==> config.mk <==
export PLATFORM = sky130hd
export DESIGN_NAME = rgb_breathing_led_driver_unit
export DESIGN_NICKNAME = d
export VERILOG_FILES = /design/src/rtl/rbld_pkg.sv /design/src/rtl/rbld_front.sv /design/src/rtl/rbld_fifo.sv /design/src/rtl/rbld_div.sv /design/src/rtl/rbld_back.sv /design/src/rtl/rgb_breathing_led_driver_unit.sv
export SDC_FILE = /design/constraint.sdc
export NUM_CORES = 2
export LEC_CHECK = 0
export BUFFER_PORTS_ARGS = -buffer_cell sky130_fd_sc_hd__clkbuf_2
export CAP_MARGIN = 40
export CORE_MARGIN = 2
export CORE_UTILIZATION = 30
export CTS_BUF_LIST = sky130_fd_sc_hd__clkbuf_8
export DETAILED_ROUTE_END_ITERATION = 7
export HOLD_SLACK_MARGIN = 0.05
export PLACE_DENSITY = 0.55
export SYNTH_ARGS = -nofsm -noshare
export SYNTH_HDL_FRONTEND = slang
export SYNTH_HIERARCHICAL = 1
export SYNTH_SLANG_ARGS = --single-unit
==> constraint.sdc <==
create_clock -name clk_i -period 19.2 [get_ports clk_i]
set_clock_uncertainty 0.2 [all_clocks]
set_input_delay 0.96 -clock clk_i [delete_from_list [all_inputs] [get_ports clk_i]]
set_output_delay 0.96 -clock clk_i [all_outputs]
set_load 0.005 [all_outputs]
==> src/rtl/rbld_pkg.sv <==
// ----------------------------------------------------------------------------
// rbld_pkg
// Types, widths and the face color table shared by the breathing LED driver.
// ----------------------------------------------------------------------------
package rbld_pkg;

  localparam int unsigned CFG_ADDR_W = 3;
  localparam int unsigned CFG_DATA_W = 32;
  localparam int unsigned LIN_W      = 8;   // triangle level, up to the peak
  localparam int unsigned PHASE_W    = 9;   // phase runs 0 .. 2*peak-1
  localparam int unsigned SQ_W       = 16;  // lin squared
  localparam int unsigned REG_W      = 16;  // config register width
  localparam int unsigned DIV_NUM_W  = 32;
  localparam int unsigned DIV_DEN_W  = 16;
  localparam int unsigned NUM_LANES  = 3;

  // register index, taken from paddr[2]
  localparam logic REG_SPEED_DIVIDER  = 1'b0;
  localparam logic REG_MAX_BRIGHTNESS = 1'b1;

  localparam logic [REG_W-1:0] SPEED_DIVIDER_RST  = 16'd1;
  localparam logic [REG_W-1:0] MAX_BRIGHTNESS_RST = 16'd255;

  localparam logic [3:0] NUM_FACES = 4'd10;

  typedef struct packed {
    logic       playing;
    logic [3:0] face_code;
  } rbld_in_t;

  typedef struct packed {
    logic [7:0] red_level;
    logic [7:0] green_level;
    logic [7:0] blue_level;
  } rbld_out_t;

  // one queued job: either an all-black result or a fade computation
  typedef struct packed {
    logic             black;
    logic [LIN_W-1:0] lin;
    logic [3:0]       face;
  } rbld_job_t;

  typedef enum logic [2:0] {
    S_IDLE,
    S_SQUARE,
    S_SCALE,
    S_FACT_LO,
    S_FACT_HI,
    S_CH_START,
    S_CH_DIV,
    S_DONE
  } rbld_state_e;

  // base color {red, green, blue}; unknown faces are black
  function automatic logic [23:0] base_color(input logic [3:0] face);
    logic [23:0] rgb;
    case (face)
      4'd0:    rgb = {8'd255, 8'd200, 8'd0};
      4'd1:    rgb = {8'd50,  8'd255, 8'd50};
      4'd2:    rgb = {8'd0,   8'd200, 8'd200};
      4'd3:    rgb = {8'd255, 8'd255, 8'd255};
      4'd4:    rgb = {8'd100, 8'd100, 8'd100};
      4'd5:    rgb = {8'd60,  8'd60,  8'd80};
      4'd6:    rgb = {8'd255, 8'd0,   8'd0};
      4'd7:    rgb = {8'd0,   8'd0,   8'd255};
      4'd8:    rgb = {8'd40,  8'd0,   8'd80};
      4'd9:    rgb = {8'd255, 8'd150, 8'd0};
      default: rgb = 24'd0;
    endcase
    return rgb;
  endfunction

endpackage

==> src/rtl/rbld_front.sv <==
// ----------------------------------------------------------------------------
// rbld_front
// Takes ticks, keeps the running mark, prescaler and phase, and queues a job
// for every tick that produces a result.
// ----------------------------------------------------------------------------
module rbld_front #(
  parameter int unsigned PEAK_LEVEL = 255
) (
  input  logic                       clk_i,
  input  logic                       rst_ni,
  input  logic                       in_valid_i,
  input  rbld_pkg::rbld_in_t         in_data_i,
  input  logic [rbld_pkg::REG_W-1:0] speed_divider_i,
  input  logic                       q_full_i,
  output logic                       in_stall_o,
  output logic                       push_o,
  output rbld_pkg::rbld_job_t        job_o
);
  import rbld_pkg::*;

  localparam logic [PHASE_W-1:0] PEAK_PH  = PHASE_W'(PEAK_LEVEL);
  localparam logic [PHASE_W-1:0] PEAK2_PH = PHASE_W'(2 * PEAK_LEVEL);

  logic [REG_W-1:0]   pre_q, pre_d, pre_inc;
  logic [PHASE_W-1:0] phase_q, phase_d, phase_inc, phase_dn;
  logic               run_q, run_d;
  logic               accept, run_eff, pass, wrap;

  assign in_stall_o = q_full_i;
  assign accept     = in_valid_i & ~q_full_i;

  always_comb begin
    run_eff   = run_q | in_data_i.playing;
    pre_inc   = pre_q + 16'd1;
    pass      = pre_inc >= speed_divider_i;
    phase_inc = phase_q + 9'd1;
    wrap      = phase_inc >= PEAK2_PH;
    phase_dn  = PEAK2_PH - phase_q;

    pre_d      = pre_q;
    phase_d    = phase_q;
    run_d      = run_q;
    push_o     = 1'b0;
    job_o.black = 1'b1;
    job_o.face = in_data_i.face_code;
    job_o.lin  = (phase_q < PEAK_PH) ? phase_q[LIN_W-1:0] : phase_dn[LIN_W-1:0];

    if (accept) begin
      if (!run_eff) begin
        push_o = 1'b1;
      end else begin
        run_d = 1'b1;
        if (!pass) begin
          pre_d = pre_inc;
        end else begin
          pre_d       = '0;
          push_o      = 1'b1;
          job_o.black = 1'b0;
          phase_d     = wrap ? '0 : phase_inc;
          if (wrap && !in_data_i.playing) begin
            run_d = 1'b0;
          end
        end
      end
    end
  end

  always_ff @(posedge clk_i or negedge rst_ni) begin
    if (!rst_ni) begin
      pre_q   <= '0;
      phase_q <= '0;
      run_q   <= 1'b0;
    end else begin
      pre_q   <= pre_d;
      phase_q <= phase_d;
      run_q   <= run_d;
    end
  end

endmodule

==> src/rtl/rbld_fifo.sv <==
// ----------------------------------------------------------------------------
// rbld_fifo
// Two-entry job queue between the tick front end and the fade engine.
// ----------------------------------------------------------------------------
module rbld_fifo (
  input  logic                clk_i,
  input  logic                rst_ni,
  input  logic                push_i,
  input  rbld_pkg::rbld_job_t push_data_i,
  input  logic                pop_i,
  output rbld_pkg::rbld_job_t pop_data_o,
  output logic                full_o,
  output logic                empty_o
);
  import rbld_pkg::*;

  rbld_job_t  mem_q [2];
  logic       wr_ptr_q, rd_ptr_q;
  logic [1:0] count_q;
  logic       do_push, do_pop;

  assign full_o     = count_q == 2'd2;
  assign empty_o    = count_q == 2'd0;
  assign do_push    = push_i & ~full_o;
  assign do_pop     = pop_i & ~empty_o;
  assign pop_data_o = mem_q[rd_ptr_q];

  always_ff @(posedge clk_i or negedge rst_ni) begin
    if (!rst_ni) begin
      wr_ptr_q <= 1'b0;
      rd_ptr_q <= 1'b0;
      count_q  <= '0;
    end else begin
      if (do_push) begin
        wr_ptr_q <= ~wr_ptr_q;
      end
      if (do_pop) begin
        rd_ptr_q <= ~rd_ptr_q;
      end
      case ({do_push, do_pop})
        2'b10:   count_q <= count_q + 2'd1;
        2'b01:   count_q <= count_q - 2'd1;
        default: count_q <= count_q;
      endcase
    end
  end

  always_ff @(posedge clk_i) begin
    if (do_push) begin
      mem_q[wr_ptr_q] <= push_data_i;
    end
  end

endmodule

==> src/rtl/rbld_div.sv <==
// ----------------------------------------------------------------------------
// rbld_div
// Restoring divider, 32-bit dividend by 16-bit divisor, two quotient bits
// per cycle. Done stays high until the next start.
// ----------------------------------------------------------------------------
module rbld_div (
  input  logic                           clk_i,
  input  logic                           rst_ni,
  input  logic                           start_i,
  input  logic [rbld_pkg::DIV_NUM_W-1:0] dividend_i,
  input  logic [rbld_pkg::DIV_DEN_W-1:0] divisor_i,
  output logic                           done_o,
  output logic [rbld_pkg::DIV_NUM_W-1:0] quotient_o
);
  import rbld_pkg::*;

  localparam int unsigned STEPS  = DIV_NUM_W / 2;
  localparam int unsigned CNT_W  = $clog2(STEPS);
  localparam logic [CNT_W-1:0] LAST = CNT_W'(STEPS - 1);

  logic [DIV_NUM_W-1:0] num_q, num_d;
  logic [DIV_DEN_W-1:0] rem_q, rem_d, den_q;
  logic [CNT_W-1:0]     cnt_q;
  logic                 busy_q, done_q;

  always_comb begin
    logic [DIV_DEN_W:0] trial;
    num_d = num_q;
    rem_d = rem_q;
    for (int k = 0; k < 2; k++) begin
      trial = {rem_d, num_d[DIV_NUM_W-1]};
      num_d = {num_d[DIV_NUM_W-2:0], 1'b0};
      if (trial >= {1'b0, den_q}) begin
        trial    = trial - {1'b0, den_q};
        num_d[0] = 1'b1;
      end
      rem_d = trial[DIV_DEN_W-1:0];
    end
  end

  always_ff @(posedge clk_i or negedge rst_ni) begin
    if (!rst_ni) begin
      busy_q <= 1'b0;
      done_q <= 1'b0;
      cnt_q  <= '0;
    end else if (start_i) begin
      busy_q <= 1'b1;
      done_q <= 1'b0;
      cnt_q  <= '0;
    end else if (busy_q) begin
      cnt_q <= cnt_q + 1'b1;
      if (cnt_q == LAST) begin
        busy_q <= 1'b0;
        done_q <= 1'b1;
      end
    end
  end

  always_ff @(posedge clk_i) begin
    if (start_i) begin
      num_q <= dividend_i;
      rem_q <= '0;
      den_q <= divisor_i;
    end else if (busy_q) begin
      num_q <= num_d;
      rem_q <= rem_d;
    end
  end

  assign done_o     = done_q;
  assign quotient_o = num_q;

endmodule

==> src/rtl/rbld_back.sv <==
// ----------------------------------------------------------------------------
// rbld_back
// Fade engine: squares the triangle level, scales it to the full-scale
// value, then scales the face color channels in three divider lanes.
// ----------------------------------------------------------------------------
module rbld_back #(
  parameter int unsigned PEAK_LEVEL = 255
) (
  input  logic                       clk_i,
  input  logic                       rst_ni,
  input  rbld_pkg::rbld_job_t        job_i,
  input  logic                       q_empty_i,
  output logic                       pop_o,
  input  logic [rbld_pkg::REG_W-1:0] max_brightness_i,
  output logic                       out_valid_o,
  input  logic                       out_stall_i,
  output rbld_pkg::rbld_out_t        out_data_o
);
  import rbld_pkg::*;

  // normalization by the squared peak is a multiply by a 33-bit reciprocal,
  // done as a low half, then a high half; exact for 32-bit dividends
  localparam int unsigned FACT_W  = SQ_W + REG_W;
  localparam int unsigned PEAK_SQ = PEAK_LEVEL * PEAK_LEVEL;
  localparam int unsigned RCP_L   = $clog2(PEAK_SQ);
  localparam logic [63:0] RCP     =
    ((64'd1 << (FACT_W + RCP_L)) + 64'(PEAK_SQ) - 64'd1) / 64'(PEAK_SQ);
  localparam logic [15:0] RCP_LO  = RCP[15:0];
  localparam logic [16:0] RCP_HI  = RCP[32:16];
  localparam int unsigned FACT_SH = 16 + RCP_L;

  typedef struct packed {
    logic pop;
    logic ch_start;
    logic load_fact;
    logic load_black;
    logic load_levels;
    logic out_load;
  } ctrl_t;

  rbld_state_e state_q, state_d;
  ctrl_t       ctrl;

  logic [LIN_W-1:0]     lin_q;
  logic [3:0]           face_q;
  logic [SQ_W-1:0]      sq_q;
  logic [FACT_W-1:0]    fact_num_q;
  logic [FACT_W+15:0]   fact_lo_q;
  logic [FACT_W+17:0]   fact_sum;
  logic [REG_W-1:0]     factor_q;
  logic [7:0]           lvl_q [NUM_LANES];
  logic                 out_valid_q;
  rbld_out_t            out_q;
  logic                 out_free, mb_zero;
  logic [23:0]          rgb;
  logic [DIV_NUM_W-1:0] quot [NUM_LANES];
  logic [NUM_LANES-1:0] done;

  assign out_free = ~out_valid_q | ~out_stall_i;
  assign mb_zero  = max_brightness_i == '0;
  assign rgb      = base_color(face_q);
  assign fact_sum = fact_num_q * RCP_HI + fact_lo_q[FACT_W+15:16];

  for (genvar c = 0; c < NUM_LANES; c++) begin : g_lane
    logic [7:0]           base;
    logic [23:0]          prod;
    logic [DIV_NUM_W-1:0] num;

    assign base = rgb[23-8*c -: 8];
    assign prod = base * factor_q;
    assign num  = {8'd0, prod};

    rbld_div u_div (
      .clk_i      (clk_i),
      .rst_ni     (rst_ni),
      .start_i    (ctrl.ch_start),
      .dividend_i (num),
      .divisor_i  (max_brightness_i),
      .done_o     (done[c]),
      .quotient_o (quot[c])
    );
  end

  // next state
  always_comb begin
    state_d = state_q;
    case (state_q)
      S_IDLE: begin
        if (!q_empty_i) begin
          state_d = job_i.black ? S_DONE : S_SQUARE;
        end
      end
      S_SQUARE:   state_d = S_SCALE;
      S_SCALE:    state_d = S_FACT_LO;
      S_FACT_LO:  state_d = S_FACT_HI;
      S_FACT_HI:  state_d = S_CH_START;
      S_CH_START: state_d = mb_zero ? S_DONE : S_CH_DIV;
      S_CH_DIV: begin
        if (done[0]) begin
          state_d = S_DONE;
        end
      end
      S_DONE: begin
        if (out_free) begin
          state_d = S_IDLE;
        end
      end
      default:    state_d = S_IDLE;
    endcase
  end

  // outputs
  always_comb begin
    ctrl = '0;
    case (state_q)
      S_IDLE: begin
        ctrl.pop        = ~q_empty_i;
        ctrl.load_black = ~q_empty_i;
      end
      S_FACT_HI:  ctrl.load_fact = 1'b1;
      S_CH_START: begin
        // zero full scale means zero factor and black output
        ctrl.ch_start   = ~mb_zero;
        ctrl.load_black = mb_zero;
      end
      S_CH_DIV:   ctrl.load_levels = done[0];
      S_DONE:     ctrl.out_load = out_free;
      default:    ctrl = '0;
    endcase
  end

  assign pop_o = ctrl.pop;

  always_ff @(posedge clk_i or negedge rst_ni) begin
    if (!rst_ni) begin
      state_q     <= S_IDLE;
      out_valid_q <= 1'b0;
    end else begin
      state_q <= state_d;
      if (ctrl.out_load) begin
        out_valid_q <= 1'b1;
      end else if (!out_stall_i) begin
        out_valid_q <= 1'b0;
      end
    end
  end

  always_ff @(posedge clk_i) begin
    if (ctrl.pop) begin
      lin_q  <= job_i.lin;
      face_q <= job_i.face;
    end
    if (state_q == S_SQUARE) begin
      sq_q <= lin_q * lin_q;
    end
    if (state_q == S_SCALE) begin
      fact_num_q <= sq_q * max_brightness_i;
    end
    if (state_q == S_FACT_LO) begin
      fact_lo_q <= fact_num_q * RCP_LO;
    end
    if (ctrl.load_fact) begin
      factor_q <= fact_sum[FACT_SH +: REG_W];
    end
    for (int c = 0; c < NUM_LANES; c++) begin
      if (ctrl.load_black) begin
        lvl_q[c] <= '0;
      end else if (ctrl.load_levels) begin
        lvl_q[c] <= quot[c][7:0];
      end
    end
    if (ctrl.out_load) begin
      out_q.red_level   <= lvl_q[0];
      out_q.green_level <= lvl_q[1];
      out_q.blue_level  <= lvl_q[2];
    end
  end

  assign out_valid_o = out_valid_q;
  assign out_data_o  = out_q;

endmodule

==> src/rtl/rgb_breathing_led_driver_unit.sv <==
// ----------------------------------------------------------------------------
// rgb_breathing_led_driver_unit
// Breathing RGB LED driver with a quadratic fade and face-dependent color.
// ----------------------------------------------------------------------------
//  port group     direction  transfer when
//  in_*           in         in_valid_i & ~in_stall_o  (one tick)
//  out_*          out        out_valid_o & ~out_stall_i (one RGB result)
//  APB            in         psel & penable & pwrite (pready tied high)
//
//  A tick that yields no result queues no job. A black result goes from
//  the job queue through S_DONE to the output register; a fade result's
//  time is set mostly by one pass of the radix-4 divider (channel scale)
//  after a reciprocal multiply for the normalization.
//  Ticks are taken while the two-entry job queue has room; a stalled output
//  holds the result register while the engine works on the next job.
//  Reset clears the running mark, prescaler, phase and registers to defaults.
// ----------------------------------------------------------------------------
module rgb_breathing_led_driver_unit #(
  parameter int unsigned PEAK_LEVEL = 255
) (
  input  logic                            clk_i,
  input  logic                            rst_ni,
  input  logic                            in_valid_i,
  output logic                            in_stall_o,
  input  rbld_pkg::rbld_in_t              in_data_i,
  output logic                            out_valid_o,
  input  logic                            out_stall_i,
  output rbld_pkg::rbld_out_t             out_data_o,
  input  logic                            psel,
  input  logic                            penable,
  input  logic                            pwrite,
  input  logic [rbld_pkg::CFG_ADDR_W-1:0] paddr,
  input  logic [rbld_pkg::CFG_DATA_W-1:0] pwdata,
  output logic [rbld_pkg::CFG_DATA_W-1:0] prdata,
  output logic                            pready
);
  import rbld_pkg::*;

  logic [REG_W-1:0] speed_q, maxb_q;
  logic             wr_en, reg_idx;
  logic             q_full, q_empty, push, pop;
  rbld_job_t        push_job, pop_job;

  assign pready  = 1'b1;
  assign wr_en   = psel & penable & pwrite;
  assign reg_idx = paddr[2];

  always_ff @(posedge clk_i or negedge rst_ni) begin
    if (!rst_ni) begin
      speed_q <= SPEED_DIVIDER_RST;
      maxb_q  <= MAX_BRIGHTNESS_RST;
    end else if (wr_en) begin
      case (reg_idx)
        REG_SPEED_DIVIDER:  speed_q <= pwdata[REG_W-1:0];
        REG_MAX_BRIGHTNESS: maxb_q  <= pwdata[REG_W-1:0];
        default:            speed_q <= speed_q;
      endcase
    end
  end

  always_comb begin
    case (reg_idx)
      REG_SPEED_DIVIDER:  prdata = {16'd0, speed_q};
      REG_MAX_BRIGHTNESS: prdata = {16'd0, maxb_q};
      default:            prdata = '0;
    endcase
  end

  rbld_front #(
    .PEAK_LEVEL (PEAK_LEVEL)
  ) u_front (
    .clk_i           (clk_i),
    .rst_ni          (rst_ni),
    .in_valid_i      (in_valid_i),
    .in_data_i       (in_data_i),
    .speed_divider_i (speed_q),
    .q_full_i        (q_full),
    .in_stall_o      (in_stall_o),
    .push_o          (push),
    .job_o           (push_job)
  );

  rbld_fifo u_fifo (
    .clk_i       (clk_i),
    .rst_ni      (rst_ni),
    .push_i      (push),
    .push_data_i (push_job),
    .pop_i       (pop),
    .pop_data_o  (pop_job),
    .full_o      (q_full),
    .empty_o     (q_empty)
  );

  rbld_back #(
    .PEAK_LEVEL (PEAK_LEVEL)
  ) u_back (
    .clk_i            (clk_i),
    .rst_ni           (rst_ni),
    .job_i            (pop_job),
    .q_empty_i        (q_empty),
    .pop_o            (pop),
    .max_brightness_i (maxb_q),
    .out_valid_o      (out_valid_o),
    .out_stall_i      (out_stall_i),
    .out_data_o       (out_data_o)
  );

endmodule

==> impl_metrics.toml <==
[run_status]
outcome = "complete, no violations"

[routing]
drc = 0
first_pass_iters = 6
wl_mm = 129
first_iter_violations = 1990
drt-wirelength-per-cell_um = 16.4
vias = 37800
vias_per_cell = 4.79
final_antenna_net_count = 0

[global_route]
grt_use_total = 0.142
grt_start_max_net_pins = 134
gr-total-overflow = 0
antenna_found_initial = 6
first_global_vias = 39500
grt_pass1_wl_mm = 212

[placement]
io_buffers = 70
gp_congestion = 0.838
dp_hpwl_mm = 98.1

[floorplan]
coreArea_um2 = 178000
chipWidth_um = 428
num_rows = 155
num_io_pins = 106
die-area_um2 = 183000
start_util = 0.302
die_height_um = 428

[sta]
max_freq_mhz = 139
hold_viol = 0
setup_tns_ns = 0
finalCritPeriodShare = 0.374
worstMarginPinSlew_ns = 0.848
slew_headroom = 0.434
slew_viol_final = 0
final.min_clock_period_ns = 7.19
rsz0062_at_grt = "no"
finalSetupViolations = 0

[cells_and_area]
area_growth_pct = 9.33
final_common_cell = "inv_1"
nNetsFinal = 6734
final_cell_mix = "inv_1, ha_1, fa_1, nand2_1, and2_1"
fin_util = 0.330
drive_gt1_frac = 0.104
multiInputGateArea_um2 = 36900
fillers = 18300
seqCellArea_um2 = 13100

[cts]
cts-root-buf = "clkbuf_8"
cts_tree = "built"
clkLatencyLatePin_ns = 0.81
path_clk_slew_ns = 0.06
h-tree-depth = 3
cts_max_path_buffers = 3
numCtsBuffers = 92
cts_sinks = 472

[worst_setup_path]
r2r-start = "maxb_q[3]"
startpoint_type = "register"
cp_max_fo = 21
startpoint = "maxb_q[3]"
cp.arrival_ns = 7.51
crit_type = "register to register"
end_kind = "register"
r2r_cells = 20
crit_required_ns = 19.53

[hold_path]
hold_class = "primary input to register"
holdCritStartpoint = "in_data_i[1]"
worstHoldPathCells = 1

[logic_synthesis]
yosysWarnings = 6
syn_area_um2 = 53900
postSynthAreaPerCell_um2 = 10.0
syn-instance-count = 5390

[job]
drv_cap = 0
-- worst paths after layout --
path,to,slack (ns)
min in group asynchronous,u_back/g_lane[1].u_div/cnt_q[2],0.39
max in group asynchronous,speed_q[12],17.24
setup reg to reg,u_back/fact_num_q[30],12.01
hold reg to reg,u_back/out_data_o[22],0.22
hold / removal,u_fifo/mem_q[1][1],0.17
setup / recovery,u_back/fact_num_q[30],12.01
-- repair_timing --
| action | CTS | global route |
|---|---|---|
| resized for setup | 0 | 0 |
| hold endpoints to repair | 20 | 0 |
| buffers inserted | 0 | 0 |
| hold buffers | 1 | 0 |
-- area by class of cell --
type,instances,share of cell area
multi-input combinational,3934,0.627
sequential,472,0.222
inverter,829,0.0528
tap,2355,0.0500
clock buffer,104,0.0243
timing repair buffer,128,0.0152
clock inverter,66,0.00881
antenna,3,0.000127
-- worst max-delay path, stage by stage (launching register included) --
cell      delay, ns
dfstp_2        0.97
nand2_1        0.17
fa_1           0.60
fa_1           0.44
fa_1           0.48
fa_1           0.53
inv_1          0.07
fa_1           0.53
inv_1          0.06
fa_1           0.53
inv_1          0.05
ha_1           0.39
a211oi_4       0.25
o211ai_2       0.18
a31oi_4        0.25
o211ai_4       0.12
a311oi_4       0.36
o21ai_2        0.14
a221o_1        0.38
a21oi_2        0.15
xnor2_1        0.07
-- flip-flops by register name (all words and copies together) (netlist names), 2 cells and up --
register                        count
u_front/phase_q                     9
u_back/g_lane.u_div/cnt_q          12
u_back/lin_q                        8
u_back/state_q                      3
u_fifo/count_q                      2
maxb_q                             16
u_back/fact_lo_q                   27
u_back/g_lane.u_div/rem_q          48
u_back/sq_q                        15
u_back/factor_q                    16
u_back/fact_num_q                  32
u_back/g_lane.u_div/busy_q          3
u_back/g_lane.u_div/den_q          48
u_back/rgb                         22
u_back/out_data_o                  24
u_back/face_q                       4
u_fifo/mem_q                       26
u_front/pre_q                      16
u_back/g_lane.u_div/quotient_o     96
speed_q                            16
u_back/lvl_q                       24
-- stage by stage --
step / hold slack (ns) / setup slack [ns] / area (um^2) / cells
floorplan: 0.200 / 12.62 / 54000 / 5428
global placement: 0.204 / 11.96 / 56800 / 7705
detailed placement: 0.206 / 12.02 / 56900 / 7716
CTS: 0.0803 / 11.98 / 58900 / 7887
global route: 0.0905 / 11.74 / 58900 / 7891
finish: 0.170 / 12.01 / 58900 / 7891
-- metal layers --
metal  track usage  vias up  wire length, um
li1              -    18200                -
met1         0.192    18800            59800
met2         0.238      632            61200
met3        0.0194      163             5010
met4        0.0406        0             3200
met5             0        -                0
Power is left out: the tool's default activity adds up to more than one toggle a clock period on the data nets, which glitch-free logic cannot reach.
